--- config.mk ---
export PLATFORM = sky130hd
export DESIGN_NAME = redundant_pair_role_arbiter
export DESIGN_NICKNAME = d
export VERILOG_FILES = /design/src/sv/rpra_pkg.sv /design/src/sv/redundant_pair_role_arbiter.sv
export SDC_FILE = /design/constraint.sdc
export NUM_CORES = 1
export LEC_CHECK = 0
export ABC_CLOCK_PERIOD_IN_PS = 7900
export BUFFER_PORTS_ARGS = -buffer_cell sky130_fd_sc_hd__buf_4
export CAP_MARGIN = 5
export CORE_MARGIN = 4
export CORE_UTILIZATION = 34
export CTS_CLUSTER_DIAMETER = 150
export CTS_CLUSTER_SIZE = 28
export DETAILED_ROUTE_END_ITERATION = 7
export SYNTH_ARGS = -nofsm -noshare
export SYNTH_HDL_FRONTEND = slang
export SYNTH_SLANG_ARGS = --single-unit
--- constraint.sdc ---
create_clock -name clk -period 7.9 [get_ports clk]
set_input_delay 0.79 -clock clk [delete_from_list [all_inputs] [get_ports clk]]
set_output_delay 0.79 -clock clk [all_outputs]
set_load 0.01 [all_outputs]
--- src/sv/rpra_pkg.sv ---
// Shared codes and reset values for the redundant pair role arbiter.
// No dependencies; imported by the top level.
package rpra_pkg;

  // default width of the elapsed-seconds counter
  localparam int TIME_BITS_DEF = 32;

  // configuration port
  localparam int CFG_IDX_W  = 3;
  localparam int CFG_DATA_W = 16;

  // refresh payload and counter widths
  localparam int REFRESH_W = 32;
  localparam int COUNT_W   = 8;

  typedef logic [2:0] op_t;
  typedef logic [1:0] role_t;
  typedef logic [1:0] alarm_t;
  typedef logic [CFG_IDX_W-1:0] cfg_idx_t;
  typedef logic [CFG_DATA_W-1:0] cfg_data_t;

  localparam op_t OP_TICK          = 3'd0;
  localparam op_t OP_LISTEN_TIMEOUT = 3'd1;
  localparam op_t OP_ACCEPT        = 3'd2;
  localparam op_t OP_SEND_FAIL     = 3'd3;
  localparam op_t OP_REPLY_TIMEOUT = 3'd4;
  localparam op_t OP_RECV_ERROR    = 3'd5;
  localparam op_t OP_REPLY         = 3'd6;

  localparam role_t ROLE_ACTIVE  = 2'd0;
  localparam role_t ROLE_STANDBY = 2'd1;
  localparam role_t ROLE_PENDING = 2'd2;
  localparam role_t ROLE_UNUSED  = 2'd3;

  localparam alarm_t ALARM_NONE    = 2'd0;
  localparam alarm_t ALARM_DEAD    = 2'd1;
  localparam alarm_t ALARM_RESUMED = 2'd2;

  localparam cfg_idx_t REG_CONFIGURED_ROLE = 3'd0;
  localparam cfg_idx_t REG_INITIAL_ROLE    = 3'd1;
  localparam cfg_idx_t REG_INITIAL_ALIVE   = 3'd2;
  localparam cfg_idx_t REG_IGNORE_WINDOW   = 3'd3;
  localparam cfg_idx_t REG_DEAD_LIMIT      = 3'd4;
  localparam cfg_idx_t REG_FAIL_LIMIT      = 3'd5;

  localparam logic [15:0]        IGNORE_WINDOW_RST = 16'd120;
  localparam logic [COUNT_W-1:0] DEAD_LIMIT_RST    = 8'd18;
  localparam logic [COUNT_W-1:0] FAIL_LIMIT_RST    = 8'd10;
  localparam logic [COUNT_W-1:0] COUNT_MAX         = 8'd255;

endpackage

--- src/sv/redundant_pair_role_arbiter.sv ---
// Role arbiter for one board of a redundant pair: active, standby or pending.
// Depends on rpra_pkg for event, role, alarm and register codes.
//
// Usage:
//   Event words enter on the s_ channel: s_tuser carries the event code,
//   s_tdata the refresh counter, the peer's reported role and liveness.
//   Every event word yields exactly one result word on the m_ channel with
//   the role after the event, a role-change flag, the watchdog alarm, the
//   peer-down notice, the drop-link request and the local liveness flag.
//   Configuration registers are written through cfg_we/cfg_index/cfg_data
//   while no event is in flight; writing initial_role or initial_alive also
//   loads the live role or liveness flag at once.
//   The accepted word sits in the input register, then the decision logic
//   and state update feed the result register. One event per cycle is
//   sustained while m_tready is high; the limit is the single state update
//   done per cycle in the decision stage.
//   Reset (rst, synchronous) empties both stages, restores register defaults
//   and clears the watchdog and failure counters; no clearing pass is needed.
//   When m_tready is low the result word holds, the input register keeps one
//   more word, and s_tready drops only once both are occupied.
module redundant_pair_role_arbiter #(
  parameter int TIME_BITS = rpra_pkg::TIME_BITS_DEF
) (
  input  logic                 clk,
  input  logic                 rst,
  // event input
  input  logic                 s_tvalid,
  output logic                 s_tready,
  input  logic [39:0]          s_tdata,   // refresh_count[31:0], peer_role[33:32], peer_alive[34]
  input  rpra_pkg::op_t        s_tuser,   // op[2:0]
  // result output
  output logic                 m_tvalid,
  input  logic                 m_tready,
  output logic [7:0]           m_tdata,   // role[1:0], role_changed[2], alarm[4:3],
                                          // peer_down_notice[5], drop_link[6], local_alive[7]
  // configuration writes
  input  logic                 cfg_we,
  input  rpra_pkg::cfg_idx_t   cfg_index,
  input  rpra_pkg::cfg_data_t  cfg_data
);
  import rpra_pkg::*;

  typedef logic [TIME_BITS-1:0] time_t;

  // configuration registers
  logic                 configured_role;
  role_t                initial_role;
  logic                 initial_alive;
  logic [15:0]          ignore_window;
  logic [COUNT_W-1:0]   dead_limit;
  logic [COUNT_W-1:0]   fail_limit;

  // arbiter state
  role_t                current_role, role_next;
  logic                 alive_flag, alive_next;
  logic                 update_flag, update_next;
  logic [REFRESH_W-1:0] last_refresh, last_next;
  logic [COUNT_W-1:0]   miss_count, miss_next;
  time_t                first_miss_time, first_next;
  time_t                elapsed_seconds, elapsed_next;
  logic [COUNT_W-1:0]   fail_count, fail_next;
  logic                 peer_down_sent, peer_down_next;

  // input register
  logic                 s1_valid;
  op_t                  s1_op;
  logic [REFRESH_W-1:0] s1_refresh;
  role_t                s1_peer_role;
  logic                 s1_peer_alive;

  logic advance, proc;

  assign advance  = !m_tvalid || m_tready;
  assign proc     = s1_valid && advance;
  assign s_tready = !s1_valid || advance;

  always_ff @(posedge clk) begin
    if (rst) begin
      s1_valid <= 1'b0;
    end else if (s_tready) begin
      s1_valid <= s_tvalid;
    end
  end

  always_ff @(posedge clk) begin
    if (s_tvalid && s_tready) begin
      s1_op         <= s_tuser;
      s1_refresh    <= s_tdata[31:0];
      s1_peer_role  <= s_tdata[33:32];
      s1_peer_alive <= s_tdata[34];
    end
  end

  // ---------------------------------------------------------------------------
  // liveness watchdog
  // ---------------------------------------------------------------------------
  logic               past_window;
  logic               wd_run;
  logic [COUNT_W-1:0] miss_inc;
  time_t              wd_first;
  time_t              quiet_span;
  logic               dead_hit;
  logic               wd_alive, wd_update;
  logic [COUNT_W-1:0] wd_miss;
  alarm_t             wd_alarm;

  assign past_window = elapsed_seconds >= time_t'(ignore_window);
  assign miss_inc    = (miss_count == COUNT_MAX) ? miss_count : miss_count + 1'b1;
  // first miss of a run restarts the quiet timer
  assign wd_first    = (miss_inc == COUNT_W'(1)) ? elapsed_seconds : first_miss_time;
  assign quiet_span  = elapsed_seconds - wd_first;
  assign dead_hit    = quiet_span > time_t'(dead_limit);

  always_comb begin
    wd_alive  = alive_flag;
    wd_update = update_flag;
    wd_alarm  = ALARM_NONE;
    if (s1_refresh != last_refresh) begin
      wd_miss = '0;
      if (!alive_flag) begin
        wd_alarm  = ALARM_RESUMED;
        wd_alive  = 1'b1;
        wd_update = 1'b1;
      end
    end else begin
      wd_miss = dead_hit ? '0 : miss_inc;
      if (dead_hit && alive_flag) begin
        wd_alarm  = ALARM_DEAD;
        wd_alive  = 1'b0;
        wd_update = 1'b1;
      end
    end
  end

  always_comb begin
    case (s1_op)
      OP_LISTEN_TIMEOUT, OP_ACCEPT: wd_run = past_window;
      OP_REPLY:                     wd_run = past_window && (current_role != ROLE_PENDING);
      default:                      wd_run = 1'b0;
    endcase
  end

  // ---------------------------------------------------------------------------
  // event decision
  // ---------------------------------------------------------------------------
  logic               [COUNT_W-1:0] fail_inc;
  logic               fail_over;
  role_t              cfg_role;
  alarm_t             alarm;
  logic               notice, drop;

  assign fail_inc  = (fail_count == COUNT_MAX) ? fail_count : fail_count + 1'b1;
  assign fail_over = fail_inc > fail_limit;
  assign cfg_role  = configured_role ? ROLE_STANDBY : ROLE_ACTIVE;

  always_comb begin
    role_next      = current_role;
    alive_next     = wd_run ? wd_alive : alive_flag;
    update_next    = wd_run ? wd_update : update_flag;
    last_next      = wd_run ? s1_refresh : last_refresh;
    miss_next      = wd_run ? wd_miss : miss_count;
    first_next     = (wd_run && s1_refresh == last_refresh) ? wd_first : first_miss_time;
    alarm          = wd_run ? wd_alarm : ALARM_NONE;
    elapsed_next   = elapsed_seconds;
    fail_next      = fail_count;
    peer_down_next = peer_down_sent;
    notice         = 1'b0;
    drop           = 1'b0;
    case (s1_op)
      OP_TICK: begin
        if (elapsed_seconds != '1) elapsed_next = elapsed_seconds + time_t'(1);
      end
      OP_LISTEN_TIMEOUT: begin
        role_next = ROLE_ACTIVE;
        if (!peer_down_sent) begin
          peer_down_next = 1'b1;
          notice         = 1'b1;
        end
      end
      OP_ACCEPT: begin
        peer_down_next = 1'b0;
        update_next    = 1'b1;
        fail_next      = '0;
      end
      OP_SEND_FAIL: begin
        role_next = ROLE_ACTIVE;
        drop      = 1'b1;
      end
      OP_REPLY_TIMEOUT: begin
        fail_next = fail_inc;
        if (fail_over) begin
          role_next = ROLE_ACTIVE;
          drop      = 1'b1;
        end
      end
      OP_RECV_ERROR: begin
        fail_next = fail_inc;
        if (fail_over) role_next = ROLE_ACTIVE;
        drop = 1'b1;
      end
      OP_REPLY: begin
        fail_next = '0;
        if (current_role == ROLE_PENDING) begin
          role_next = (s1_peer_role == ROLE_ACTIVE) ? ROLE_STANDBY : ROLE_ACTIVE;
        end else if (past_window) begin
          // role clash rules use liveness as left by the watchdog
          if (alive_next) begin
            if (update_next) begin
              update_next = 1'b0;
              if (!s1_peer_alive) role_next = ROLE_ACTIVE;
            end else if (s1_peer_role == current_role) begin
              role_next = s1_peer_alive ? cfg_role : ROLE_ACTIVE;
            end
          end else begin
            if (update_next) begin
              update_next = 1'b0;
              if (s1_peer_alive) role_next = ROLE_STANDBY;
            end else if (s1_peer_role == current_role) begin
              role_next = s1_peer_alive ? ROLE_STANDBY : cfg_role;
            end
          end
        end
      end
      default: begin
      end
    endcase
  end

  // ---------------------------------------------------------------------------
  // state and configuration registers
  // ---------------------------------------------------------------------------
  always_ff @(posedge clk) begin
    if (rst) begin
      configured_role <= 1'b0;
      initial_role    <= ROLE_ACTIVE;
      initial_alive   <= 1'b0;
      ignore_window   <= IGNORE_WINDOW_RST;
      dead_limit      <= DEAD_LIMIT_RST;
      fail_limit      <= FAIL_LIMIT_RST;
      current_role    <= ROLE_ACTIVE;
      alive_flag      <= 1'b0;
      update_flag     <= 1'b0;
      last_refresh    <= '0;
      miss_count      <= '0;
      first_miss_time <= '0;
      elapsed_seconds <= '0;
      fail_count      <= '0;
      peer_down_sent  <= 1'b0;
    end else begin
      if (proc) begin
        current_role    <= role_next;
        alive_flag      <= alive_next;
        update_flag     <= update_next;
        last_refresh    <= last_next;
        miss_count      <= miss_next;
        first_miss_time <= first_next;
        elapsed_seconds <= elapsed_next;
        fail_count      <= fail_next;
        peer_down_sent  <= peer_down_next;
      end
      if (cfg_we) begin
        case (cfg_index)
          REG_CONFIGURED_ROLE: configured_role <= cfg_data[0];
          REG_INITIAL_ROLE: begin
            // code three is taken as pending
            if (cfg_data[1:0] == ROLE_UNUSED) begin
              initial_role <= ROLE_PENDING;
              current_role <= ROLE_PENDING;
            end else begin
              initial_role <= cfg_data[1:0];
              current_role <= cfg_data[1:0];
            end
          end
          REG_INITIAL_ALIVE: begin
            initial_alive <= cfg_data[0];
            alive_flag    <= cfg_data[0];
          end
          REG_IGNORE_WINDOW: ignore_window <= cfg_data;
          REG_DEAD_LIMIT:    dead_limit    <= cfg_data[COUNT_W-1:0];
          REG_FAIL_LIMIT:    fail_limit    <= cfg_data[COUNT_W-1:0];
          default: begin
          end
        endcase
      end
    end
  end

  // ---------------------------------------------------------------------------
  // result register
  // ---------------------------------------------------------------------------
  always_ff @(posedge clk) begin
    if (rst) begin
      m_tvalid <= 1'b0;
    end else if (advance) begin
      m_tvalid <= s1_valid;
    end
  end

  always_ff @(posedge clk) begin
    if (proc) begin
      m_tdata <= {alive_next, drop, notice, alarm, role_next != current_role, role_next};
    end
  end

  // ---------------------------------------------------------------------------
  // assertions
  // ---------------------------------------------------------------------------
  // a word waiting in the input register is never lost while the output stalls
  a_s1_hold: assert property (@(posedge clk) disable iff (rst)
    (s1_valid && !advance) |=> s1_valid)
    else $error("input register word lost during output stall");

  // a send failure ends active with a drop request unless a configuration write coincides
  a_send_fail: assert property (@(posedge clk) disable iff (rst)
    (proc && s1_op == OP_SEND_FAIL && !cfg_we) |=>
      (m_tvalid && m_tdata[6] && current_role == ROLE_ACTIVE))
    else $error("send failure did not force active role");

  // elapsed time never moves backward
  a_elapsed_mono: assert property (@(posedge clk) disable iff (rst)
    !rst |=> (elapsed_seconds >= $past(elapsed_seconds)))
    else $error("elapsed seconds decreased");

endmodule
==> results.txt, run 1 <==
The global routing usage summed across all routing layers was 0.1603. For this run, the slowest stage of the critical path takes 0.48 ns. The sequential element share of the synthesized area was 0.3679. The largest net degree at the start of global routing is 94, and the proportion of netlist area held by the largest area contributor is 0.2530. The net count of the finished layout is 1593.

After synthesis, the netlist uses 96 different library cells. The post-route fraction of the period consumed by the critical path was 0.8453. In this run the static leakage power is 5.139 nW.

The type of the setup path with the least slack was flop to flop. Max-cap violations in this run came to 0. The total number of vias was 10.45k. For the worst-case clock buffer depth, the log shows 2. Clock-pin slew was measured on the worst setup and hold paths at 0.08 ns.

The count of cells along the worst hold path came out at 2. In this run the clock root is driven by a sky130_fd_sc_hd__clkbuf_16. The combined area of all synthesized cells was 0.01203 mm². After clock tree synthesis, the setup repair step added 0 buffers. The fraction of synthesis flops using an asynchronous set or reset pin works out to 0.

The run finished with clean final reports. For this block, the routed nets add up to 31110 µm of wire. Clock skew on the completed layout was measured at 0.01228 ns.

For the final routed database, the setup TNS stands at 0 ns. Hold buffer count at CTS: 0. OpenSTA, run right after detailed placement, puts the worst setup slack at 1.310 ns.

The ratio of routed vias to standard cells works out to 5.397. The element type at the critical path start is a flop. At the pin with the least slew margin, the transition time is 1.114 ns.

The first detailed-routing pass took 5 iterations. Final worst slack: 1.222 ns. The H-tree generated during clock tree synthesis spans 4 levels.

The logic depth of the worst path, buffers included works out to 29. The number of enable flip-flop cells after synthesis was 46; the relative slew slack was 0.2513. For this run, the leading register cell type out of synthesis is sky130_fd_sc_hd__dfxtp_1. At the worst endpoint, the arrival time is 6.87 ns. The path type of the worst min-delay path is flop to flop. The tools report the fraction of the core area covered by cells at the end of the flow as 0.3905. The tools report the starting density of the core as 0.3465. The leading area contributor after synthesis is sky130_fd_sc_hd__dfxtp_1.

The clock net in this run drives a total of 198 sinks. For this run, the number of Yosys warnings is 0. The run gives 68 as the number of cell rows. The number of clock buffers added by TritonCTS is 17. The global-route congestion overflow total was 0. For the data required time of the worst path, the log shows 8.09 ns. The worst setup path is captured at a flop. Number of global-route vias before repair: 9872. The logs give 77 for the number of top-level pins and 0 for the count of nets left with antenna violations after detail routing. For the wire length of the first global-routing pass, the log shows 51080 µm.

The area growth from synthesis to final layout was 12.71%. Setup repair after global routing left no endpoint under its margin. The die span in y came out at 196.1 µm. At the end of routability-driven placement, the weighted congestion stood at 0.9161.

The die is 196.1 µm wide. TritonCTS built the clock tree. The number of cells on the worst reg-to-reg path is 29. Initial antenna violation count: 0. In this run the tool buffered the top-level ports with 71 buffer cells. Net count of the mapped netlist: 1566. The mean post-synth cell area came out at 8.340 µm². The total power consumption of the routed design is 0.002143 W, and the number of buffers and inverters on the critical path is 2.

The number of DRC markers in iteration 0 is 676, and the register bit count reported by yosys is 198. For the number of DRC violations after detailed routing, the log shows 0. For this design the ratio of total power to cell area is 158.1 mW/mm². The total of endpoints with negative setup slack in the final report is 0, and the highest ir drop seen on vdd is 0.0001214 V. Time the final worst path needs with I/O delays and setup: 6.678 ns. The wire length per cell is 16.06 µm, and the final hold violation count is 0.

The antenna diode instance count came out at 0. The tools report the post-cts gate resize count as 0. Master of the slowest instance on the critical path: sky130_fd_sc_hd__a211oi_1. Post-route non-filler standard cell count: 1937. Library cell appearing most often on the critical path: sky130_fd_sc_hd__ha_1. Once placement completed, the tool counted placed cells totaling 1905. The largest fanout on the critical path is 24. By area the synthesized netlist is led by sky130_fd_sc_hd__dfxtp_1 25%, sky130_fd_sc_hd__edfxtp_1 11%, sky130_fd_sc_hd__ha_1 5.9%, sky130_fd_sc_hd__nand2_1 5.8%, sky130_fd_sc_hd__a21oi_1 5.1%.

The total area inside the core boundary comes to 0.03471 mm². The HPWL after detailed placement is 23170 µm. The floorplan die area was 0.03845 mm²; the number of instances in the synthesized netlist was 1442.

The run gives 0 as the final number of max-transition violations. The kind of cell adding the most delay to the critical path was compound AO/OA/AOI/OAI gates. The share of cells above drive strength 1 was 0.09784; the latest clock arrival within the worst-skew pair was 0.45 ns.

Achievable clock frequency: 0.1497 GHz.
[cell families after synthesis]
logic type               count (synthesis)  share of synthesized area
multiplexers                            39                    0.03267
AND/OR/NAND/NOR                        583                     0.2366
XOR/XNOR                                84                    0.06180
flip-flops                             198                     0.3679
buffers and inverters                  119                    0.04016
AO/OA/AOI/OAI                          361                     0.2008
adder cells (fa/ha/maj)                 58                    0.06013
[flip-flops by register name (all words and copies together), names as in the netlist, 2 cells and up]
signal	flops
current_role	2
dead_limit	8
elapsed_seconds	32
fail_count	8
fail_limit	8
first_miss_time	32
ignore_window	16
last_refresh	32
m_tdata	8
miss_count	8
s1_op	3
s1_peer_role	2
s1_refresh	32
[Yosys cell counts, types with 31 or more instances]
master                     number
sky130_fd_sc_hd__edfxtp_1      46
sky130_fd_sc_hd__nand3_1       38
sky130_fd_sc_hd__a211oi_1      40
sky130_fd_sc_hd__inv_1         49
sky130_fd_sc_hd__a21oi_1      123
sky130_fd_sc_hd__mux2i_1       37
sky130_fd_sc_hd__xnor2_1       57
sky130_fd_sc_hd__o21ai_0       50
sky130_fd_sc_hd__clkbuf_1      54
sky130_fd_sc_hd__nand2_1      186
sky130_fd_sc_hd__nand4_1       31
sky130_fd_sc_hd__nor2_1       139
sky130_fd_sc_hd__dfxtp_1      152
sky130_fd_sc_hd__ha_1          57
sky130_fd_sc_hd__nor2b_1       36
[worst register-to-register path, delay by kind of cell, from the launching register on]
kind,cells,cell delay (ns)
adders and majority gates,4,1.14
and+or+nand+nor,7,1.42
buffers and inverters,2,0.39
AOI/OAI and AO/OA,15,2.91
muxes,1,0.20
DFF,1,0.35
[placed cells by master, fill, tap and decap left out, drive strengths merged, types with 25 or more instances in the layout]
cell type,n
a211oi,41
a21o,25
a21oi,125
and3,26
buf,77
dfxtp,152
edfxtp,46
ha,57
inv,59
mux2i,37
nand2,186
nand2b,27
nand3,38
nand4,31
nor2,141
nor2b,37
nor3,25
o21ai,52
xnor2,57
xor2,27
[final timing paths]
path | start | endpoint | slack [ns]
worst max-delay path | miss_count[0] | m_tdata[2] | 1.22
worst min-delay path | ignore_window[11] | ignore_window[11] | 0.46
worst max register to register | miss_count[0] | m_tdata[2] | 1.22
worst min register to register | ignore_window[11] | ignore_window[11] | 0.46
[per-stage QoR]
step | hold WS (ns) | area [µm²]
floorplan | 0.4354 | 12030
global placement | 0.4432 | 12900
detailed placement | 0.4494 | 12900
CTS | 0.4608 | 13560
global route | 0.4752 | 13560
finish | 0.4588 | 13560
[routing by layer]
metal  vias to the layer above  GRT usage  wire (µm)
met5                         -          0          0
met2                       187     0.2646      14600
met4                         0    0.03750        364
met1                      4983     0.2198      14910
met3                        29    0.02782       1231
li1                       5255          -          -
[power by group]
part / switching, W / internal (W)
clock network: 0.000490 / 0.000449
logic: 0.0000739 / 0.0000593
registers: 0.0000151 / 0.00106
[area by class of cell]
class / count / area [µm²]
flip-flops and latches: 198 / 4424
inverters: 50 / 187.7
repair buffers: 77 / 578.1
well taps: 455 / 569.3
multi-input cells: 1125 / 7146
clock inverters: 15 / 225.2
fillers: 3516 / 21160
clock buffers: 17 / 425.4
No activity file was read; power rests on OpenSTA's default activity.
==> inputs of run 2 (changes only) <==
ABC_CLOCK_PERIOD_IN_PS = 7000   (was 7900)
clock period = 7 ns   (was 7.9 ns; I/O delays follow)
==> run 2 against run 1 <==
Net effect: routed wire length down 2.1%; hold slack got worse by 0.038 ns; clock-buffer cell count is the same; cell count increased by 0.10%; die area unchanged; sequential cell count stayed put; critical endpoint unchanged; largest cell class unchanged; largest power group unchanged.
==> results.txt, run 2 (synthesis gave the netlist of run 1 again) <==
The number of global-route vias before repair is 10.06k (+1.9%). In this run the worst hold path is classified as input port to flop. The slew of the pin with the lowest slew margin works out to 1.096 ns (-0.01887 ns).

In the layout the commonest cells are 186 x sky130_fd_sc_hd__nand2_1, 152 x sky130_fd_sc_hd__dfxtp_1, 137 x sky130_fd_sc_hd__nor2_1. The highest ir drop seen on vdd came out at 0.0002088 V (+72%). The largest net degree at the start of global routing was 99 (+5.3%); the total power consumption of the routed design was 0.002415 W (+13%).

The launch instance of the worst register-to-register path is miss_count[0]. The wire length per cell is 15.70 µm (-2.2%), and the global routing usage summed across all routing layers is 0.1596 (-0.0006986). For the count of TritonRoute iterations in the first routing pass, the log shows 5 (unchanged). The type of the setup path with the least slack was flop to flop. The logs give 0.2696 (+0.01829) for the relative slew slack and 0.3465 (unchanged) for the starting density of the core. The achievable clock frequency is 0.1571 GHz (+4.9%). Clock tree synthesis selected as its root buffer the cell sky130_fd_sc_hd__clkbuf_16. The time the final worst path needs with I/O delays and setup came out at 6.364 ns (-0.3141 ns).

Tracing the worst setup path back leads to its startpoint at miss_count[0]. The number of buffers added for setup after CTS is 0 (unchanged), and the count of port buffers added during placement is 71 (unchanged). The global-route congestion overflow total came out at 0 (unchanged). The TritonCTS buffer count came out at 17 (unchanged). Clock-pin slew on the worst setup and hold paths: 0.09 ns (about the same). The count of nets left with antenna violations after detail routing came out at 0 (unchanged).

The final-stage net count was 1595 (+0.13%). The run finished with clean final reports. The largest fanout on the critical path is 20 (-17%), and the wire length of the first global-routing pass is 51340 µm (+0.51%).

The max capacitance violation total is 0 (unchanged), and the half-perimeter wire length of the detailed placement result is 22620 µm (-2.4%). The fraction of the core area covered by cells at the end of the flow was 0.3911 (+0.0005770). The post-route fraction of the period consumed by the critical path is 0.9091 (+0.06382), and the number of top-level pins is 77 (unchanged).

The total number of vias is 10.39k (-0.62%). The data required time of the worst path came out at 7.19 ns (-0.90 ns). The power per unit of standard cell area was 177.9 mW/mm² (+13%); the setup skew after layout was 0.01553 ns (+0.003249 ns). Leaving out fill and tap cells, the most frequent cell in the layout is sky130_fd_sc_hd__nand2_1.

The largest individual stage delay along the critical path comes from the cell sky130_fd_sc_hd__a2111oi_1. Setup repair after global routing left no endpoint under its margin. Latest clock arrival within the worst-skew pair: 0.45 ns (about the same). The die extent in x works out to 196.1 µm (unchanged). The number of cell rows is 68 (unchanged), and the worst-case clock buffer depth is 2 (unchanged). The floorplan die area is 0.03845 mm² (unchanged), and the ratio of routed vias to standard cells is 5.358 (-0.72%). The total negative slack for setup checks was 0 ns (unchanged).

The die span in y is 196.1 µm (unchanged), and the area of the core is 0.03471 mm² (unchanged). Antenna diode instance count: 0 (unchanged). Arrival time of data at the critical path endpoint: 6.55 ns (-0.32 ns). The number of DRC violations after detailed routing is 0 (unchanged). The tools report the number of H-tree levels as 4 (unchanged). The tools report the sink count of the clock tree as 198 (unchanged). Relative to the synthesized area, the layout overhead comes to 12.88%. Share of cells above drive strength 1: 0.09973 (+0.001890).

The tools report the number of DRC markers in iteration 0 as 718 (+6.2%). The worst setup path is captured at a flop. The final weighted congestion of routability-driven global placement came out at 0.9390 (+2.5%). The final worst slack is 0.6361 ns (-0.5859 ns). The leakage component of the power was 5.152 nW (+0.24%). Post-route worst hold slack: 0.4206 ns (-0.03815 ns). The total of endpoints with negative setup slack in the final report is 0 (unchanged). The initial antenna violation count was 0 (unchanged); the final hold violation count was 0 (unchanged).

The final number of max-transition violations came out at 0 (unchanged). For the hold buffer count at CTS, the log shows 0 (unchanged). The placement-stage worst setup slack is 0.6343 ns (-0.6758 ns). The count of filler cells inserted in the layout came out at 3559 (+1.2%). The element type at the critical path start was a flop. The hold path startpoint is s_tdata[22].

The critical path goes through ha_1 > nand3b_1 > a211oi_2 > o21ai_4 > buf_4 > buf_4 > mux2i_1 > ha_1 > nand2_1 > a2111oi_1 > o221ai_1 > o211ai_1 > a31oi_1 > or3_1 > a222oi_1 > nand4_1 > nor3_2 > a41o_2 > a311oi_1 > a311oi_2 > o32a_2 > o31ai_2. TritonCTS built the clock tree. The delay of the slowest cell on the worst path was 0.64 ns (+0.16 ns). Wire length reported by the detailed router: 30450 µm (-2.1%).
[run 2: changes by cell type in the layout (fill, tap and decap cells not counted)]
cell                       before  now
sky130_fd_sc_hd__clkinv_8       6    8
sky130_fd_sc_hd__inv_12         4    3
sky130_fd_sc_hd__buf_4         77   79
sky130_fd_sc_hd__inv_8          3    2
sky130_fd_sc_hd__nor2_2         2    3
sky130_fd_sc_hd__a211oi_1      40   39
sky130_fd_sc_hd__nor2_4         2    1
sky130_fd_sc_hd__a211oi_2       1    2
[run 2: cell type report]
type	count	area [µm²]	area share
multi-input cells	1125	7146	0.5264
flip-flops and latches	198	4424	0.3259
well taps	455	569.3	0.04194
clock inverters	15	230.2	0.01696
clock buffers	17	425.4	0.03134
repair buffers	79	593.1	0.04369
inverters	50	187.7	0.01382
[run 2: worst max-delay path, delay by kind of cell, from the launching register on]
kind,cells,cell delay (ns)
and+or+nand+nor,5,1.15
DFF,1,0.39
adders and majority gates,2,0.77
AOI/OAI and AO/OA,12,3.13
buffers and inverters,2,0.47
muxes,1,0.16
[run 2: final timing paths]
kind                                  endpoint  slack (ns)  cells past startpoint
worst max-delay path                m_tdata[2]        0.64                     22
worst min-delay path            s1_refresh[22]        0.42                      1
worst max register to register      m_tdata[2]        0.64                     22
worst min register to register   fail_limit[7]        0.46                      2
[run 2: timing repair]
item                                    in CTS  in global routing
endpoints found under the setup margin       0                  5
gates resized for setup                      0                  1
endpoints found under the hold margin        0                  0
[run 2: power breakdown]
group          switching [W]  internal, W
clock               0.000551     0.000506
combinational      0.0000817    0.0000669
sequential         0.0000173      0.00119
total               0.000650      0.00177
[run 2: per-stage QoR]
stage          area, µm²  instances
2_1_floorplan      12030       1442
3_3_place_gp       12910       1907
6_report           13580       1939
5_1_grt            13580       1939
3_5_place_dp       12910       1907
4_1_cts            13570       1939
[run 2: metal layers]
layer / part of all wire / global-route usage / vias up
li1: - / - / 5241
met1: 0.47 / 0.2225 / 4897
met2: 0.46 / 0.2585 / 219
met3: 0.051 / 0.02679 / 32
met4: 0.015 / 0.03982 / 0
met5: 0 / 0 / -
